<file path="config.mk">
export PLATFORM = sky130hd
export DESIGN_NAME = mask_overlap_color_average
export DESIGN_NICKNAME = d
export VERILOG_FILES = /design/src/hw/rtl/moca_pkg.sv /design/src/hw/rtl/moca_front.sv /design/src/hw/rtl/moca_fifo.sv /design/src/hw/rtl/moca_back.sv /design/src/hw/rtl/mask_overlap_color_average.sv
export SDC_FILE = /design/constraint.sdc
export NUM_CORES = 2
export LEC_CHECK = 0
export ABC_AREA = 1
export BUFFER_PORTS_ARGS = -buffer_cell sky130_fd_sc_hd__buf_4
export CORE_MARGIN = 5
export CORE_UTILIZATION = 65
export CTS_CLUSTER_DIAMETER = 200
export DETAILED_ROUTE_END_ITERATION = 6
export GPL_ROUTABILITY_DRIVEN = 0
export PLACE_DENSITY = 0.81
export SYNTH_ARGS = -nofsm -noshare
export SYNTH_HDL_FRONTEND = slang
export SYNTH_SLANG_ARGS = --single-unit
export TNS_END_PERCENT = 5
</file>
<file path="constraint.sdc">
create_clock -name clk_i -period 10.93 [get_ports clk_i]
set_input_delay 0.5465 -clock clk_i [delete_from_list [all_inputs] [get_ports clk_i]]
set_output_delay 0.5465 -clock clk_i [all_outputs]
set_load 0.02 [all_outputs]
</file>
<file path="src/hw/rtl/moca_pkg.sv">
`default_nettype none

package moca_pkg;

  localparam int unsigned MaskW      = 8;
  localparam int unsigned ColorW     = 8;
  localparam int unsigned CountW     = 4;
  localparam int unsigned TableW     = 64;
  localparam int unsigned CfgIndexW  = 2;
  localparam int unsigned DivInW     = 4;
  localparam int unsigned RecipW     = 17;
  localparam int unsigned RecipShift = 16;

  typedef enum logic [CfgIndexW-1:0] {
    CfgMaskCount  = 2'd0,
    CfgRedTable   = 2'd1,
    CfgGreenTable = 2'd2,
    CfgBlueTable  = 2'd3
  } cfg_reg_e;

  // One classified pixel: the enabled masks that cover it and its end marker.
  typedef struct packed {
    logic [MaskW-1:0] hits;
    logic             last;
  } entry_t;

  // Rounded-up reciprocal of the covering count, scaled by 2^RecipShift.
  // With sums below 2^11 the scaled product truncates to the exact quotient.
  // A count of zero maps to zero so that an uncovered pixel yields zero.
  function automatic logic [RecipW-1:0] recip(input logic [DivInW-1:0] d);
    logic [RecipW-1:0] r;
    unique case (d)
      4'd1:    r = 17'd65536;
      4'd2:    r = 17'd32768;
      4'd3:    r = 17'd21846;
      4'd4:    r = 17'd16384;
      4'd5:    r = 17'd13108;
      4'd6:    r = 17'd10923;
      4'd7:    r = 17'd9363;
      4'd8:    r = 17'd8192;
      default: r = '0;
    endcase
    return r;
  endfunction

endpackage

`default_nettype wire

</file>
<file path="src/hw/rtl/moca_front.sv">
`default_nettype none

module moca_front #(
  parameter int unsigned MASKS = 8
) (
  input  wire logic [moca_pkg::MaskW-1:0]  mask_bits_i,
  input  wire logic                        end_of_image_i,
  input  wire logic [moca_pkg::CountW-1:0] mask_count_i,
  output moca_pkg::entry_t                 entry_o
);

  // A mask takes part only if it exists in this build and lies below the count.
  always_comb begin
    entry_o.hits = '0;
    entry_o.last = end_of_image_i;
    for (int m = 0; m < int'(moca_pkg::MaskW); m++) begin
      if (m < int'(MASKS)) begin
        entry_o.hits[m] = mask_bits_i[m] && (moca_pkg::CountW'(m) < mask_count_i);
      end
    end
  end

endmodule

`default_nettype wire

</file>
<file path="src/hw/rtl/moca_fifo.sv">
`default_nettype none

module moca_fifo #(
  parameter int unsigned Width = 9,
  parameter int unsigned Depth = 2
) (
  input  wire logic             clk_i,
  input  wire logic             rst_ni,
  input  wire logic             push_i,
  input  wire logic [Width-1:0] data_i,
  output logic                  full_o,
  input  wire logic             pop_i,
  output logic [Width-1:0]      data_o,
  output logic                  empty_o
);

  localparam int unsigned AddrW = (Depth > 1) ? $clog2(Depth) : 1;
  localparam int unsigned CntW  = $clog2(Depth + 1);

  logic [Width-1:0] mem_q [Depth];
  logic [AddrW-1:0] wr_ptr_q, wr_ptr_d;
  logic [AddrW-1:0] rd_ptr_q, rd_ptr_d;
  logic [CntW-1:0]  count_q, count_d;
  logic             do_push, do_pop;

  assign full_o  = (count_q == CntW'(Depth));
  assign empty_o = (count_q == '0);
  assign data_o  = mem_q[rd_ptr_q];
  assign do_push = push_i && !full_o;
  assign do_pop  = pop_i && !empty_o;

  always_comb begin
    wr_ptr_d = wr_ptr_q;
    rd_ptr_d = rd_ptr_q;
    count_d  = count_q;
    if (do_push) begin
      wr_ptr_d = (wr_ptr_q == AddrW'(Depth - 1)) ? '0 : wr_ptr_q + AddrW'(1);
    end
    if (do_pop) begin
      rd_ptr_d = (rd_ptr_q == AddrW'(Depth - 1)) ? '0 : rd_ptr_q + AddrW'(1);
    end
    if (do_push && !do_pop) begin
      count_d = count_q + CntW'(1);
    end else if (do_pop && !do_push) begin
      count_d = count_q - CntW'(1);
    end
  end

  always_ff @(posedge clk_i or negedge rst_ni) begin
    if (!rst_ni) begin
      wr_ptr_q <= '0;
      rd_ptr_q <= '0;
      count_q  <= '0;
    end else begin
      wr_ptr_q <= wr_ptr_d;
      rd_ptr_q <= rd_ptr_d;
      count_q  <= count_d;
    end
  end

  always_ff @(posedge clk_i) begin
    if (do_push) begin
      mem_q[wr_ptr_q] <= data_i;
    end
  end

endmodule

`default_nettype wire

</file>
<file path="src/hw/rtl/moca_back.sv">
`default_nettype none

module moca_back #(
  parameter int unsigned MASKS = 8
) (
  input  wire logic                        clk_i,
  input  wire logic                        rst_ni,
  input  wire logic                        valid_i,
  input  wire moca_pkg::entry_t            entry_i,
  output logic                             ready_o,
  input  wire logic [moca_pkg::TableW-1:0] red_table_i,
  input  wire logic [moca_pkg::TableW-1:0] green_table_i,
  input  wire logic [moca_pkg::TableW-1:0] blue_table_i,
  input  wire logic                        pop,
  output logic                             empty,
  output logic [moca_pkg::ColorW-1:0]      red_o,
  output logic [moca_pkg::ColorW-1:0]      green_o,
  output logic [moca_pkg::ColorW-1:0]      blue_o,
  output logic                             covered_o,
  output logic                             last_pixel_o
);

  localparam int unsigned SumW  = $clog2(255 * MASKS + 1);
  localparam int unsigned CntW  = $clog2(MASKS + 1);
  localparam int unsigned ProdW = SumW + moca_pkg::RecipW;

  // Stage A: channel sums and covering count.
  logic            a_valid_q;
  logic [SumW-1:0] a_red_q, a_green_q, a_blue_q;
  logic [CntW-1:0] a_hits_q;
  logic            a_last_q;

  // Stage B: the output register.
  logic            b_valid_q;

  logic            ready_a, ready_b;
  logic [SumW-1:0] sum_r, sum_g, sum_b;
  logic [CntW-1:0] hit_cnt;

  logic [moca_pkg::RecipW-1:0] rcp;
  logic [ProdW-1:0]            prod_r, prod_g, prod_b;

  assign ready_b = !b_valid_q || pop;
  assign ready_a = !a_valid_q || ready_b;
  assign ready_o = ready_a;
  assign empty   = !b_valid_q;

  always_comb begin
    sum_r   = '0;
    sum_g   = '0;
    sum_b   = '0;
    hit_cnt = '0;
    for (int m = 0; m < int'(MASKS); m++) begin
      if (entry_i.hits[m]) begin
        sum_r   = sum_r + SumW'(red_table_i[8*m +: 8]);
        sum_g   = sum_g + SumW'(green_table_i[8*m +: 8]);
        sum_b   = sum_b + SumW'(blue_table_i[8*m +: 8]);
        hit_cnt = hit_cnt + CntW'(1);
      end
    end
  end

  assign rcp    = moca_pkg::recip(moca_pkg::DivInW'(a_hits_q));
  assign prod_r = a_red_q * rcp;
  assign prod_g = a_green_q * rcp;
  assign prod_b = a_blue_q * rcp;

  always_ff @(posedge clk_i or negedge rst_ni) begin
    if (!rst_ni) begin
      a_valid_q <= 1'b0;
      b_valid_q <= 1'b0;
    end else begin
      if (ready_a) begin
        a_valid_q <= valid_i;
      end
      if (ready_b) begin
        b_valid_q <= a_valid_q;
      end
    end
  end

  always_ff @(posedge clk_i) begin
    if (valid_i && ready_a) begin
      a_red_q   <= sum_r;
      a_green_q <= sum_g;
      a_blue_q  <= sum_b;
      a_hits_q  <= hit_cnt;
      a_last_q  <= entry_i.last;
    end
    if (a_valid_q && ready_b) begin
      red_o        <= prod_r[moca_pkg::RecipShift +: moca_pkg::ColorW];
      green_o      <= prod_g[moca_pkg::RecipShift +: moca_pkg::ColorW];
      blue_o       <= prod_b[moca_pkg::RecipShift +: moca_pkg::ColorW];
      covered_o    <= (a_hits_q != '0);
      last_pixel_o <= a_last_q;
    end
  end

endmodule

`default_nettype wire

</file>
<file path="src/hw/rtl/mask_overlap_color_average.sv">
`default_nettype none

// Blends the colors of up to MASKS label masks over one pixel: every enabled
// mask that covers the pixel contributes its RGB color and the result is the
// truncated per-channel average, with covered low and a zero color when no
// enabled mask covers it. One pixel is taken every clock for as long as the
// result side keeps popping; a pixel's result reaches the result ports through
// the queue entry, then the sum stage, then the reciprocal multiply stage. A
// two-entry queue between the classify front and the arithmetic back absorbs
// a stall of the result side before full rises. Configuration writes are
// always ready and take effect on the next clock; the user must make them
// while no pixel is in flight, and the block itself does not enforce this.
module mask_overlap_color_average #(
  parameter int unsigned MASKS = 8
) (
  input  wire logic                           clk_i,
  input  wire logic                           rst_ni,
  input  wire logic                           push,
  output logic                                full,
  input  wire logic [moca_pkg::MaskW-1:0]     mask_bits_i,
  input  wire logic                           end_of_image_i,
  input  wire logic                           pop,
  output logic                                empty,
  output logic [moca_pkg::ColorW-1:0]         red_o,
  output logic [moca_pkg::ColorW-1:0]         green_o,
  output logic [moca_pkg::ColorW-1:0]         blue_o,
  output logic                                covered_o,
  output logic                                last_pixel_o,
  input  wire logic                           cfg_valid_i,
  output logic                                cfg_ready_o,
  input  wire logic [moca_pkg::CfgIndexW-1:0] cfg_index_i,
  input  wire logic [moca_pkg::TableW-1:0]    cfg_data_i
);

  localparam int unsigned EntryW = $bits(moca_pkg::entry_t);

  logic [moca_pkg::CountW-1:0] mask_count_q;
  logic [moca_pkg::TableW-1:0] red_table_q, green_table_q, blue_table_q;

  moca_pkg::entry_t front_entry, back_entry;
  logic [EntryW-1:0] back_bits;
  logic              q_empty, back_ready;

  assign cfg_ready_o = 1'b1;

  always_ff @(posedge clk_i or negedge rst_ni) begin
    if (!rst_ni) begin
      mask_count_q  <= '0;
      red_table_q   <= '0;
      green_table_q <= '0;
      blue_table_q  <= '0;
    end else if (cfg_valid_i && cfg_ready_o) begin
      unique case (moca_pkg::cfg_reg_e'(cfg_index_i))
        moca_pkg::CfgMaskCount:  mask_count_q  <= cfg_data_i[moca_pkg::CountW-1:0];
        moca_pkg::CfgRedTable:   red_table_q   <= cfg_data_i;
        moca_pkg::CfgGreenTable: green_table_q <= cfg_data_i;
        moca_pkg::CfgBlueTable:  blue_table_q  <= cfg_data_i;
      endcase
    end
  end

  moca_front #(
    .MASKS(MASKS)
  ) u_front (
    .mask_bits_i   (mask_bits_i),
    .end_of_image_i(end_of_image_i),
    .mask_count_i  (mask_count_q),
    .entry_o       (front_entry)
  );

  moca_fifo #(
    .Width(EntryW),
    .Depth(2)
  ) u_queue (
    .clk_i  (clk_i),
    .rst_ni (rst_ni),
    .push_i (push),
    .data_i (front_entry),
    .full_o (full),
    .pop_i  (back_ready),
    .data_o (back_bits),
    .empty_o(q_empty)
  );

  assign back_entry = moca_pkg::entry_t'(back_bits);

  moca_back #(
    .MASKS(MASKS)
  ) u_back (
    .clk_i        (clk_i),
    .rst_ni       (rst_ni),
    .valid_i      (!q_empty),
    .entry_i      (back_entry),
    .ready_o      (back_ready),
    .red_table_i  (red_table_q),
    .green_table_i(green_table_q),
    .blue_table_i (blue_table_q),
    .pop          (pop),
    .empty        (empty),
    .red_o        (red_o),
    .green_o      (green_o),
    .blue_o       (blue_o),
    .covered_o    (covered_o),
    .last_pixel_o (last_pixel_o)
  );

endmodule

`default_nettype wire

</file>
==> impl_metrics.ini <==
[cells_and_area]
drive_above_1_share = 0.0677
area_growth_pct = 6.88
multi_input_area_um2 = 23800
fin_util = 0.700
antennaDiodeCount = 0
seqCellArea_um2 = 7760
final_net_count = 5445
nFillCells = 4404

[floorplan]
core_area_um2 = 54900
io_pins = 109
rows = 86
start_util = 0.654
dieWidth_um = 245
die_y_um = 245
dieArea_um2 = 60100

[cts]
cts_made_buffers = 37
post_cts_buffers = 0
worstSkewPairLatency_ps = 570
cts_resized = 0
cts_max_level = 2
cts.clk_slew.worst_paths_ps = 60
clock_tree.root_cell = clkbuf_16
cts_buffer_depth = 3
cts_hold_buf = 0
cts_tree = built
clock-sinks = 296

[placement]
port_buffers = 107
dpl.hpwl_um = 70600

[status]
outcome = completed

[yosys]
synth_edf_count = 82
syn_area_per_cell_um2 = 7.75
yosys_warnings = 0
ys_types = 54
ys_seq_area_frac = 0.216
syn_nets = 5436
yosys_most_used_dff = dfrtp_1
ys_async_sr_fraction = 0.682
ys_ff_latch = 296
synth.cell_area_um2 = 35900
synthCells = 4634

[critical_path]
crit_top_cell = nand2_1
arrival_ps = 9310
critPathTopFamily = adder cells
critPathMaxStageDelay_ps = 560
cp_num_buf_inv = 6
critPathSlowestCell = dfrtp_1
critPathCaptureType = flop
cp_max_fo = 22
worstSetupPathType = reg -> reg
worstPathRequired_ps = 11230
cp-start-kind = flop

[min_path]
min_path_type = in -> async

[detailed_routing]
vias = 29600
ant_nets = 0
drt_first_pass_iters = 6
viasPerCell = 5.51
drtIter0Drc = 2409
finalWirelength_um = 88900
drc = 0
wl_per_cell_um = 16.5

[grt]
grt_usage = 0.302
grt_pass1_wl_um = 148000
grt_pass1_vias = 29800
grt_max_degree = 114
antenna_found_initial = 0
grt_overflow = 0

[timing]
fin_setup_tns_ps = 0
setup_viol = 0
fin_crit_sh = 0.825
slew_headroom = 0.218
tightest_slew_ps = 1170
finalHoldViolations = 0
drv_slew = 0
fmax_ghz = 0.111
rsz0062_at_grt = false
period_minus_slack_ps = 9010
skew_ps = 44.5

[run]
cap_violations = 0
[state kept, by name, indices dropped and copies added, names as in the netlist, 2 cells and up]
register / count
u_back.a_blue_q: 11
blue_table_q: 64
u_back.a_green_q: 11
mask_count_q: 4
green_table_q: 64
u_back.red_o: 8
u_back.rcp: 12
u_back.a_red_q: 11
u_back.a_hits_q: 4
u_back.blue_o: 8
u_back.green_o: 8
u_queue.count_q: 2
u_queue.mem_q: 18
red_table_q: 64
[per-stage QoR]
| stage | std cells | setup slack, ps | instance area (um^2) | hold slack (ps) |
|---|---|---|---|---|
| 2_1_floorplan | 4634 | 3030 | 35900 | 251 |
| 3_3_place_gp | 5308 | 2470 | 37200 | 467 |
| 3_5_place_dp | 5308 | 2210 | 37200 | 474 |
| 4_1_cts | 5375 | 2060 | 38400 | 50.5 |
| 5_1_grt | 5375 | 1150 | 38400 | 92.3 |
| 6_report | 5375 | 1920 | 38400 | 18.5 |
[area by class of cell]
class                           instances  area share
Inverter                              982      0.0961
Clock inverter                         16     0.00417
Multi-Input combinational cell       3195       0.621
Clock buffer                           51      0.0279
Sequential cell                       296       0.202
Tap cell                              704      0.0229
Timing Repair Buffer                  131      0.0258
[cell usage in the layout (no fill, tap or decap), drive strengths merged, types with 12 or more instances in the layout]
master,n
or2,43
edfxtp,82
and2,19
a21oi,194
dfxtp,12
clkbuf,52
nor2,132
nand4,22
nand2,1286
xnor2,46
a31oi,24
dfrtp,202
o21ai,345
nand3,191
xor2,88
nor3,17
buf,130
a21o,14
fa,405
inv,984
ha,317
[kinds of logic (layout without fill, tap and decap cells)]
| kind of cell | count (synthesis) | count (layout) | share of synthesized area |
|---|---|---|---|
| and+or+nand+nor | 1722 | 1722 | 0.197 |
| buffers and inverters | 1143 | 1180 | 0.122 |
| adders and majority gates | 722 | 722 | 0.336 |
| AOI/OAI and AO/OA | 616 | 616 | 0.0963 |
| DFF | 296 | 296 | 0.216 |
| xor gates and xnor gates | 134 | 134 | 0.0327 |
| other | 1 | 1 | 0.000104 |
[final timing paths]
| check | to | slack (ps) | cells after the start | startpoint |
|---|---|---|---|---|
| max in group asynchronous | blue_table_q[58]$_DFFE_PN0P_ | 8790 | 3 | rst_ni |
| max | u_back.a_red_q[10]$_DFFE_PP_ | 1920 | 47 | u_queue.rd_ptr_q$_DFFE_PN0P_ |
| min reg2reg | red_table_q[7]$_DFFE_PN0P_ | 490 | 2 | red_table_q[7]$_DFFE_PN0P_ |
| min | blue_table_q[14]$_DFFE_PN0P_ | 20 | 1 | rst_ni |
| max reg2reg | u_back.a_red_q[10]$_DFFE_PP_ | 1920 | 47 | u_queue.rd_ptr_q$_DFFE_PN0P_ |
| min in group clk_i | u_queue.mem_q[1][0]$_DFFE_PP_ | 180 | 1 | end_of_image_i |
[Yosys cell counts, types with 19 or more instances]
| library cell | n | area [um^2] |
|---|---|---|
| a21oi_1 | 193 | 966 |
| and2_1 | 19 | 119 |
| clkbuf_1 | 124 | 465 |
| dfrtp_1 | 202 | 5050 |
| edfxtp_1 | 82 | 2460 |
| fa_1 | 405 | 8110 |
| ha_1 | 317 | 3970 |
| inv_1 | 974 | 3660 |
| nand2_1 | 1267 | 4760 |
| nand3_1 | 186 | 931 |
| nand4_1 | 22 | 138 |
| nor2_1 | 127 | 477 |
| o21ai_0 | 278 | 1390 |
| o21ai_1 | 35 | 175 |
| o21ai_2 | 31 | 272 |
| or2_2 | 39 | 244 |
| xnor2_1 | 46 | 403 |
| xor2_1 | 88 | 771 |
[routing by layer]
layer	vias up	GRT usage	part of all wire
met5	-	0	0
met4	0	0.115	0.043
met3	227	0.0436	0.070
met2	1102	0.514	0.48
met1	14000	0.396	0.40
li1	14300	-	-
Power is not shown: default switching activity piles up to over one toggle a cycle in this logic, so the estimate is an artifact.
